`config.mk`:
```
export PLATFORM = sky130hd
export DESIGN_NAME = ascii_left_to_right_calculator_top_flat
export DESIGN_NICKNAME = d
export VERILOG_FILES = /design/src/rtl/alrc_pkg.sv /design/src/rtl/alrc_in_if.sv /design/src/rtl/alrc_out_if.sv /design/src/rtl/alrc_dp.sv /design/src/rtl/alrc_ctrl.sv /design/src/rtl/ascii_left_to_right_calculator_top.sv /design/src/flat_wrapper.sv
export SDC_FILE = /design/constraint.sdc
export NUM_CORES = 2
export LEC_CHECK = 0
export BUFFER_PORTS_ARGS = -buffer_cell sky130_fd_sc_hd__buf_4
export CORE_ASPECT_RATIO = 1.75
export CORE_UTILIZATION = 45
export CTS_CLUSTER_SIZE = 10
export DETAILED_ROUTE_END_ITERATION = 16
export GPL_TIMING_DRIVEN = 0
export SKIP_CTS_REPAIR_TIMING = 1
export SYNTH_ARGS = -nofsm -noshare
export SYNTH_HDL_FRONTEND = slang
export SYNTH_SLANG_ARGS = --single-unit
```
`constraint.sdc`:
```
create_clock -name clk -period 7.5 [get_ports clk]
set_input_delay 0.375 -clock clk [delete_from_list [all_inputs] [get_ports clk]]
set_output_delay 0.375 -clock clk [all_outputs]
set_load 0.02 [all_outputs]
```
`src/rtl/alrc_pkg.sv`:
```
// ----------------------------------------------------------------------------
// alrc_pkg
// Shared widths, character codes, operator and status codes, command and
// status structs of the left-to-right calculator.
// ----------------------------------------------------------------------------
package alrc_pkg;

	localparam int VALUE_WIDTH = 32;
	localparam int CNT_WIDTH   = $clog2(VALUE_WIDTH);
	localparam int RES_WIDTH   = 32;

	localparam logic [7:0] CH_STAR  = 8'd42;
	localparam logic [7:0] CH_PLUS  = 8'd43;
	localparam logic [7:0] CH_MINUS = 8'd45;
	localparam logic [7:0] CH_SLASH = 8'd47;
	localparam logic [7:0] CH_ZERO  = 8'd48;
	localparam logic [7:0] CH_NINE  = 8'd57;
	localparam logic [3:0] DIGIT_BASE = 4'd10;

	localparam logic [2:0] OP_NONE = 3'd0;
	localparam logic [2:0] OP_ADD  = 3'd1;
	localparam logic [2:0] OP_SUB  = 3'd2;
	localparam logic [2:0] OP_MUL  = 3'd3;
	localparam logic [2:0] OP_DIV  = 3'd4;

	localparam logic [1:0] ST_OK  = 2'd0;
	localparam logic [1:0] ST_BAD = 2'd1;
	localparam logic [1:0] ST_DZ  = 2'd2;

	localparam logic [1:0] CC_DIGIT = 2'd0;
	localparam logic [1:0] CC_OPER  = 2'd1;
	localparam logic [1:0] CC_BAD   = 2'd2;

	typedef logic [VALUE_WIDTH-1:0] value_t;

	typedef struct packed {
		logic       digit;
		logic       mark_bad;
		logic       apply;
		logic       set_op;
		logic [2:0] op;
		logic       div_start;
		logic       div_step;
		logic       div_finish;
		logic       emit;
	} cmd_t;

	typedef struct packed {
		logic cur_zero;
		logic pend_div;
		logic div_last;
	} sts_t;

	function automatic logic [1:0] char_class(input logic [7:0] c);
		logic [1:0] cc;
		if (c >= CH_ZERO && c <= CH_NINE)
			cc = CC_DIGIT;
		else if (c == CH_PLUS || c == CH_MINUS || c == CH_STAR || c == CH_SLASH)
			cc = CC_OPER;
		else
			cc = CC_BAD;
		return cc;
	endfunction

	function automatic logic [2:0] char_op(input logic [7:0] c);
		logic [2:0] op;
		unique case (c)
			CH_PLUS:  op = OP_ADD;
			CH_MINUS: op = OP_SUB;
			CH_STAR:  op = OP_MUL;
			default:  op = OP_DIV;
		endcase
		return op;
	endfunction

	function automatic logic [RES_WIDTH-1:0] to_result(input value_t v);
		logic signed [63:0] ext;
		ext = 64'(signed'(v));
		return ext[RES_WIDTH-1:0];
	endfunction

endpackage

```
`src/rtl/alrc_in_if.sv`:
```
// ----------------------------------------------------------------------------
// alrc_in_if
// Character request channel: one ASCII code or an end-of-line mark.
// ----------------------------------------------------------------------------
interface alrc_in_if;
	logic       valid;
	logic       ready;
	logic [7:0] char_code;
	logic       end_of_line;

	modport source (output valid, output char_code, output end_of_line, input ready);
	modport sink   (input valid, input char_code, input end_of_line, output ready);
endinterface

```
`src/rtl/alrc_out_if.sv`:
```
// ----------------------------------------------------------------------------
// alrc_out_if
// Result request channel: line value and status.
// ----------------------------------------------------------------------------
interface alrc_out_if;
	logic               valid;
	logic               ready;
	logic signed [31:0] result;
	logic [1:0]         status;

	modport source (output valid, output result, output status, input ready);
	modport sink   (input valid, input result, input status, output ready);
endinterface

```
`src/rtl/alrc_dp.sv`:
```
// ----------------------------------------------------------------------------
// alrc_dp
// Datapath: accumulator, current number, pending operator, error flags,
// radix-2 restoring divider and the result register.
// ----------------------------------------------------------------------------
module alrc_dp (
	input  logic                clk,
	input  logic                arst_n,
	input  logic [7:0]          char_code,
	input  alrc_pkg::cmd_t      cmd,
	output alrc_pkg::sts_t      sts,
	output logic signed [31:0]  result,
	output logic [1:0]          status
);

	localparam int VW = alrc_pkg::VALUE_WIDTH;
	localparam int CW = alrc_pkg::CNT_WIDTH;

	alrc_pkg::value_t acc_q;
	alrc_pkg::value_t cur_q;
	logic [2:0]       pend_q;
	logic             bad_q;
	logic             dz_q;

	alrc_pkg::value_t dsr_q;
	alrc_pkg::value_t rem_q;
	alrc_pkg::value_t dvd_q;
	logic             neg_q;
	logic [CW-1:0]    cnt_q;

	logic [31:0]      res_q;
	logic [1:0]       stat_q;

	alrc_pkg::value_t apply_val;
	alrc_pkg::value_t digit_val;
	alrc_pkg::value_t acc_mag;
	alrc_pkg::value_t cur_mag;
	logic [VW:0]      part_rem;
	logic [VW:0]      trial;
	logic [3:0]       digit;

	assign digit     = 4'(char_code - alrc_pkg::CH_ZERO);
	assign digit_val = (cur_q << 3) + (cur_q << 1) + VW'(digit);
	assign acc_mag   = acc_q[VW-1] ? (~acc_q + VW'(1)) : acc_q;
	assign cur_mag   = cur_q[VW-1] ? (~cur_q + VW'(1)) : cur_q;
	assign part_rem  = {rem_q, dvd_q[VW-1]};
	assign trial     = part_rem - {1'b0, dsr_q};

	always_comb begin
		case (pend_q)
			alrc_pkg::OP_ADD: apply_val = acc_q + cur_q;
			alrc_pkg::OP_SUB: apply_val = acc_q - cur_q;
			alrc_pkg::OP_MUL: apply_val = VW'(acc_q * cur_q);
			alrc_pkg::OP_DIV: apply_val = '0;
			default:          apply_val = cur_q;
		endcase
	end

	always_ff @(posedge clk or negedge arst_n) begin
		if (!arst_n) begin
			acc_q  <= '0;
			cur_q  <= '0;
			pend_q <= alrc_pkg::OP_NONE;
			bad_q  <= 1'b0;
			dz_q   <= 1'b0;
		end else begin
			if (cmd.digit)
				cur_q <= digit_val;
			if (cmd.mark_bad)
				bad_q <= 1'b1;
			if (cmd.apply) begin
				acc_q <= apply_val;
				cur_q <= '0;
				if (pend_q == alrc_pkg::OP_DIV && cur_q == '0)
					dz_q <= 1'b1;
			end
			if (cmd.div_finish) begin
				acc_q <= neg_q ? (~dvd_q + VW'(1)) : dvd_q;
				cur_q <= '0;
			end
			if (cmd.set_op)
				pend_q <= cmd.op;
			if (cmd.emit) begin
				acc_q  <= '0;
				cur_q  <= '0;
				pend_q <= alrc_pkg::OP_NONE;
				bad_q  <= 1'b0;
				dz_q   <= 1'b0;
			end
		end
	end

	always_ff @(posedge clk or negedge arst_n) begin
		if (!arst_n) begin
			cnt_q <= '0;
		end else if (cmd.div_start) begin
			cnt_q <= '0;
		end else if (cmd.div_step) begin
			cnt_q <= cnt_q + CW'(1);
		end
	end

	always_ff @(posedge clk) begin
		if (cmd.div_start) begin
			dsr_q <= cur_mag;
			dvd_q <= acc_mag;
			rem_q <= '0;
			neg_q <= acc_q[VW-1] ^ cur_q[VW-1];
		end else if (cmd.div_step) begin
			if (!trial[VW]) begin
				rem_q <= trial[VW-1:0];
				dvd_q <= {dvd_q[VW-2:0], 1'b1};
			end else begin
				rem_q <= part_rem[VW-1:0];
				dvd_q <= {dvd_q[VW-2:0], 1'b0};
			end
		end
		if (cmd.emit) begin
			if (bad_q) begin
				res_q  <= '0;
				stat_q <= alrc_pkg::ST_BAD;
			end else if (dz_q) begin
				res_q  <= '0;
				stat_q <= alrc_pkg::ST_DZ;
			end else begin
				res_q  <= alrc_pkg::to_result(acc_q);
				stat_q <= alrc_pkg::ST_OK;
			end
		end
	end

	assign sts.cur_zero = (cur_q == '0);
	assign sts.pend_div = (pend_q == alrc_pkg::OP_DIV);
	assign sts.div_last = (cnt_q == CW'(VW - 1));

	assign result = signed'(res_q);
	assign status = stat_q;

endmodule

```
`src/rtl/alrc_ctrl.sv`:
```
// ----------------------------------------------------------------------------
// alrc_ctrl
// Controller: decodes each character request, sequences the divider and
// hands finished lines to the result register.
// ----------------------------------------------------------------------------
module alrc_ctrl (
	input  logic           clk,
	input  logic           arst_n,
	input  logic           in_valid,
	input  logic [7:0]     char_code,
	input  logic           end_of_line,
	output logic           in_ready,
	input  logic           out_ready,
	output logic           out_valid,
	input  alrc_pkg::sts_t sts,
	output alrc_pkg::cmd_t cmd
);

	localparam logic [1:0] S_IDLE = 2'd0;
	localparam logic [1:0] S_DIV  = 2'd1;
	localparam logic [1:0] S_FIN  = 2'd2;
	localparam logic [1:0] S_EMIT = 2'd3;

	logic [1:0] state_q;
	logic [1:0] state_d;
	logic [2:0] op_q;
	logic       eol_q;
	logic       out_valid_q;
	logic       accept;
	logic       do_div;
	logic       out_free;

	assign in_ready  = (state_q == S_IDLE);
	assign accept    = in_valid && in_ready;
	assign do_div    = sts.pend_div && !sts.cur_zero;
	assign out_free  = !out_valid_q || out_ready;
	assign out_valid = out_valid_q;

	always_comb begin
		cmd     = '0;
		state_d = state_q;
		unique case (state_q)
			S_IDLE: begin
				if (accept) begin
					if (end_of_line) begin
						if (do_div) begin
							cmd.div_start = 1'b1;
							state_d       = S_DIV;
						end else begin
							cmd.apply = 1'b1;
							state_d   = S_EMIT;
						end
					end else begin
						unique case (alrc_pkg::char_class(char_code))
							alrc_pkg::CC_DIGIT: cmd.digit = 1'b1;
							alrc_pkg::CC_OPER: begin
								if (do_div) begin
									cmd.div_start = 1'b1;
									state_d       = S_DIV;
								end else begin
									cmd.apply  = 1'b1;
									cmd.set_op = 1'b1;
									cmd.op     = alrc_pkg::char_op(char_code);
								end
							end
							default: cmd.mark_bad = 1'b1;
						endcase
					end
				end
			end
			S_DIV: begin
				cmd.div_step = 1'b1;
				if (sts.div_last)
					state_d = S_FIN;
			end
			S_FIN: begin
				cmd.div_finish = 1'b1;
				if (eol_q) begin
					state_d = S_EMIT;
				end else begin
					cmd.set_op = 1'b1;
					cmd.op     = op_q;
					state_d    = S_IDLE;
				end
			end
			default: begin
				if (out_free) begin
					cmd.emit = 1'b1;
					state_d  = S_IDLE;
				end
			end
		endcase
	end

	always_ff @(posedge clk or negedge arst_n) begin
		if (!arst_n) begin
			state_q     <= S_IDLE;
			out_valid_q <= 1'b0;
			op_q        <= alrc_pkg::OP_NONE;
			eol_q       <= 1'b0;
		end else begin
			state_q <= state_d;
			if (cmd.emit)
				out_valid_q <= 1'b1;
			else if (out_ready)
				out_valid_q <= 1'b0;
			if (accept) begin
				op_q  <= alrc_pkg::char_op(char_code);
				eol_q <= end_of_line;
			end
		end
	end

endmodule

```
`src/rtl/ascii_left_to_right_calculator_top.sv`:
```
// ----------------------------------------------------------------------------
// ascii_left_to_right_calculator_top
// Left-to-right infix calculator fed one ASCII character per request.
//
// in_ch carries char_code and end_of_line; out_ch carries result and status,
// one request per end-of-line. A digit or bad character is done on acceptance.
// An operator or end-of-line applies the pending operator: on acceptance for
// none, +, - and *, and through the S_DIV and S_FIN states for a division
// with a nonzero divisor, run by the one-bit-per-cycle restoring divider.
// An end-of-line then passes through S_EMIT to load the result register;
// in_ch.ready is low while an item is at work.
// The result register parts the two sides: characters keep flowing while a
// result waits; a second end-of-line waits until out_ch.ready takes the
// first. Reset clears the accumulator, the current number, the pending
// operator and both error flags, and drops out_ch.valid.
// ----------------------------------------------------------------------------
module ascii_left_to_right_calculator_top (
	input logic         clk,
	input logic         arst_n,
	alrc_in_if.sink     in_ch,
	alrc_out_if.source  out_ch
);

	alrc_pkg::cmd_t cmd;
	alrc_pkg::sts_t sts;

	alrc_ctrl u_ctrl (
		.clk         (clk),
		.arst_n      (arst_n),
		.in_valid    (in_ch.valid),
		.char_code   (in_ch.char_code),
		.end_of_line (in_ch.end_of_line),
		.in_ready    (in_ch.ready),
		.out_ready   (out_ch.ready),
		.out_valid   (out_ch.valid),
		.sts         (sts),
		.cmd         (cmd)
	);

	alrc_dp u_dp (
		.clk       (clk),
		.arst_n    (arst_n),
		.char_code (in_ch.char_code),
		.cmd       (cmd),
		.sts       (sts),
		.result    (out_ch.result),
		.status    (out_ch.status)
	);

	a_no_accept_in_div: assert property (@(posedge clk) disable iff (!arst_n)
		cmd.div_step |-> !in_ch.ready)
		else $error("request accepted during division");

	a_no_overwrite: assert property (@(posedge clk) disable iff (!arst_n)
		cmd.emit |-> (!out_ch.valid || out_ch.ready))
		else $error("pending result overwritten");

	a_error_zero: assert property (@(posedge clk) disable iff (!arst_n)
		(out_ch.valid && out_ch.status != alrc_pkg::ST_OK) |-> (out_ch.result == 0))
		else $error("nonzero result with error status");

	a_one_update: assert property (@(posedge clk) disable iff (!arst_n)
		$onehot0({cmd.apply, cmd.div_start, cmd.div_finish, cmd.digit}))
		else $error("conflicting datapath commands");

	a_div_finish: assert property (@(posedge clk) disable iff (!arst_n)
		(cmd.div_step && sts.div_last) |=> cmd.div_finish)
		else $error("division not finished after last step");

endmodule

```
`src/flat_wrapper.sv`:
```
// flat-port wrapper written by rule: the top's interface ports become plain ports
module ascii_left_to_right_calculator_top_flat 
  (clk, arst_n, in_ch_valid, in_ch_char_code, in_ch_end_of_line, in_ch_ready, out_ch_valid, out_ch_result, out_ch_status, out_ch_ready);
  alrc_in_if in_ch_i ();
  alrc_out_if out_ch_i ();
  input logic clk;
  input logic arst_n;
  input wire logic [$bits(in_ch_i.valid)-1:0] in_ch_valid;
  input wire logic [$bits(in_ch_i.char_code)-1:0] in_ch_char_code;
  input wire logic [$bits(in_ch_i.end_of_line)-1:0] in_ch_end_of_line;
  output wire logic [$bits(in_ch_i.ready)-1:0] in_ch_ready;
  output wire logic [$bits(out_ch_i.valid)-1:0] out_ch_valid;
  output wire logic [$bits(out_ch_i.result)-1:0] out_ch_result;
  output wire logic [$bits(out_ch_i.status)-1:0] out_ch_status;
  input wire logic [$bits(out_ch_i.ready)-1:0] out_ch_ready;
  assign in_ch_i.valid = in_ch_valid;
  assign in_ch_i.char_code = in_ch_char_code;
  assign in_ch_i.end_of_line = in_ch_end_of_line;
  assign in_ch_ready = in_ch_i.ready;
  assign out_ch_valid = out_ch_i.valid;
  assign out_ch_result = out_ch_i.result;
  assign out_ch_status = out_ch_i.status;
  assign out_ch_i.ready = out_ch_ready;
  ascii_left_to_right_calculator_top u_core (.clk(clk), .arst_n(arst_n), .in_ch(in_ch_i), .out_ch(out_ch_i));
endmodule
```
==> metrics.yaml <==
synth:
  synth_fp_nets: 4304
  syn_inst: 3624
  avgSynthCellArea_sq_um: 8.88
  ys_seq_area_frac: 0.175
  ys_types: 76
  ys_dominant_reg_cell: "edfxtp_1"
  synth_seq_cells: 212
  ys.warnings.count: 0
  synth_area_sq_um: 32200
  synth_edf_count: 99
  ys_async_sr_fraction: 0.382
detailed_routing:
  viasPerCell: 6.01
  postRouteWirelength_um: 137000
  dr.pass1.iters: 6
  antenna_left: 0
  dr_total_vias: 28300
  wl_per_cell_um: 29.2
  drt_iter0_drc: 2206
  drc: 0
job:
  maxCapViolCount: 0
finish:
  final_cells: 4706
  layout_commonest_cell: "inv_1"
  syn_to_final_growth_pct: 12.5
  nets: 4439
  mostFrequentLayoutCells: "442 x inv_1, 416 x nand2_1, 400 x fa_1"
  drive_gt1_frac: 0.103
power:
  switching_power_mw: 4.50
  internal_power_mw: 4.11
  pwr-share-seq: 0.225
  power.share.clock: 0.147
  irDropWorstVdd_mv: 0.181
  comb_power_share: 0.628
  p_leak_nw: 16.9
  p_per_area_nw_per_um2: 238
  p_sw_frac: 0.523
worst_setup_path:
  cp_max_fo: 6
  crit_top_cell: "fa_1"
  start_kind: "register"
  critPathTopFamily: "adder cells"
  crit_type: "register to register"
  critPathBufInv: 4
  r2r_slack_ns: -0.03
  r2r_cells: 23
  crit_chain: "buf_12 > buf_4 > and2_1 > fa_1 > inv_1 > fa_1 > fa_1 > fa_1 > inv_1 > fa_1 > ha_1 > fa_1 > fa_1 > ha_4 > nand3_2 > nor2_4 > nand2_2 > a211oi_4 > nor2_1 > xnor2_1 > a221oi_4 > o21ai_0 > a22o_1"
  reg2reg_to: "u_core.u_dp.acc_q[19]"
  cp_slowest_cell: "a221oi_4"
  arrival_ns: 8.01
  cp-end-kind: "register"
  crit_path_max_incr_delay_ns: 0.59
  worstPathRequired_ns: 7.98
  reg2reg_from: "u_core.u_dp.acc_q[15]"
status:
  failed_checks: "negative setup slack"
  status: "complete, but fails checks"
die:
  row_count: 129
  die_y_um: 356
  ios: 49
  start_util: 0.455
  coreArea_sq_um: 70700
  die_area_sq_um: 72600
  die_w_um: 204
sta:
  tightest_slew_ns: 1.31
  fin_crit_sh: 1.00
  relSlewSlack: 0.129
  setup_tns_ns: -0.0316
  hold-worst-slack_ns: 0.0310
  finalHoldViolCount: 0
  finalSetupViolations: 1
  slew_viol_final: 0
  period_minus_slack_ns: 7.53
  grt_setup_unrepaired: "true"
  worst_slack_ns: -0.0316
  clock.fmax_ghz: 0.133
  finalClockSkew_ns: 0.0281
place:
  numPlacedInstances: 4592
  place_congestion: 1.06
  post-place-ws_ns: -2.64
  dp_hpwl_um: 108000
  portBuffers: 48
global_route:
  grt_pass1_wl_um: 197000
  grt_overflow: 0
  antenna_found_initial: 11
  grt_pass1_vias: 29800
  grt_max_degree: 82
  track_usage: 0.383
clock_tree:
  numCtsBuffers: 27
  clock-root-buffer: "clkbuf_16"
  htreeDepth: 1
  clkTransAtPathRegs_ns: 0.07
  cts.sinks: 212
  cts_tree: "done"
  clock_path_buffers: 3
  insertion_delay_ns: 0.59
worst_hold_path:
  hp-class: "primary input to asynchronous set/reset pin"
cells in the mapped netlist, drive strengths merged, types with 8 or more instances:
| cell | number | area share |
|---|---|---|
| a211oi | 21 | 0.0049 |
| a21o | 51 | 0.012 |
| a21oi | 191 | 0.030 |
| a221oi | 17 | 0.0048 |
| a22o | 15 | 0.0041 |
| a31oi | 22 | 0.0043 |
| and2 | 341 | 0.066 |
| and3 | 11 | 0.0021 |
| buf | 26 | 0.0037 |
| clkbuf | 194 | 0.023 |
| dfrtp | 81 | 0.063 |
| dfxtp | 32 | 0.020 |
| edfxtp | 99 | 0.092 |
| fa | 412 | 0.26 |
| ha | 255 | 0.099 |
| inv | 446 | 0.052 |
| mux2i | 37 | 0.012 |
| nand2 | 418 | 0.049 |
| nand2b | 36 | 0.0070 |
| nand3 | 25 | 0.0039 |
| nor2 | 115 | 0.013 |
| nor2b | 25 | 0.0049 |
| nor3 | 41 | 0.0064 |
| o211ai | 8 | 0.0019 |
| o21a | 20 | 0.0047 |
| o21ai | 185 | 0.029 |
| o21bai | 12 | 0.0028 |
| o31ai | 41 | 0.0096 |
| o41ai | 23 | 0.0063 |
| or3 | 20 | 0.0039 |
| or4 | 22 | 0.0056 |
| xnor2 | 140 | 0.038 |
| xor2 | 133 | 0.036 |
through the flow:
step           power (mW)  utilization  cell area (sq um)
4_1_cts              8.17        0.489              34500
5_1_grt              8.95        0.512              36200
6_report             8.62        0.512              36200
3_5_place_dp         6.89        0.477              33700
3_3_place_gp         6.89        0.476              33700
2_1_floorplan        4.97            -              32200
layer usage:
| metal | track usage | routed length [um] |
|---|---|---|
| met3 | 0.0734 | 9050 |
| met5 | 0 | 39 |
| met4 | 0.377 | 16700 |
| met1 | 0.377 | 44000 |
| met2 | 0.661 | 67600 |
logic make-up (layout without fill, tap and decap cells):
kind of cell	Yosys count	after routing	share of synthesized area
and+or+nand+nor	1084	1084	0.169
buffers and inverters	667	822	0.0785
xor gates and xnor gates	273	273	0.0743
muxes	39	39	0.0122
adders and majority gates	667	667	0.356
AOI/OAI and AO/OA	682	682	0.135
other	0	10	0
DFF	212	212	0.175
power groups by stage:
stage / clock network, mW / logic (mW) / registers [mW]
4_1_cts: 1.28 / 4.97 / 1.93
3_3_place_gp: 0 / 4.94 / 1.95
3_5_place_dp: 0 / 4.94 / 1.95
5_1_grt: 1.31 / 5.68 / 1.96
6_report: 1.27 / 5.41 / 1.94
2_1_floorplan: 0 / 3.13 / 1.84
registers in the layout (all words and copies together), names as in the netlist:
name	cells
u_core.u_dp.acc_q	32
u_core.u_dp.cur_q	32
u_core.u_dp.dsr_q	32
u_core.u_dp.dvd_q	32
u_core.u_dp.rem_q	32
u_core.u_dp.result	32
u_core.u_dp.cnt_q	5
u_core.u_ctrl.op_q	3
u_core.u_dp.pend_q	3
u_core.u_ctrl.state_q	2
u_core.u_dp.status	2
u_core.u_ctrl.eol_q	1
u_core.u_ctrl.out_valid	1
u_core.u_dp.bad_q	1
u_core.u_dp.dz_q	1
u_core.u_dp.neg_q	1
worst max path at each step:
| stage | to | start | cells past startpoint | slack, ns |
|---|---|---|---|---|
| final | u_core.u_dp.acc_q[19] | u_core.u_dp.acc_q[15] | 23 | -0.03 |
| after global placement | u_core.u_dp.acc_q[29] | u_core.u_dp.cur_q[6] | 25 | -3.54 |
| after detailed placement | u_core.u_dp.acc_q[30] | u_core.u_dp.cur_q[6] | 24 | -2.64 |
| after CTS | u_core.u_dp.acc_q[30] | u_core.u_dp.cur_q[6] | 24 | -2.64 |
| after global routing | u_core.u_dp.acc_q[19] | u_core.u_dp.acc_q[15] | 23 | -0.17 |
| after floorplan | u_core.u_dp.acc_q[29] | u_core.u_dp.cur_q[6] | 25 | 0.03 |
area by class of cell:
cell class / instances / area, sq um
multi-input cells: 2745 / 24400
flip-flops and latches: 212 / 5690
well taps: 917 / 1150
repair buffers: 108 / 911
plain buffers: 218 / 1550
fillers: 6869 / 34500
diodes: 10 / 25.0
clock inverters: 4 / 26.3
inverters: 447 / 1680
clock buffers: 45 / 774
Power figures use the tool's default switching activity.
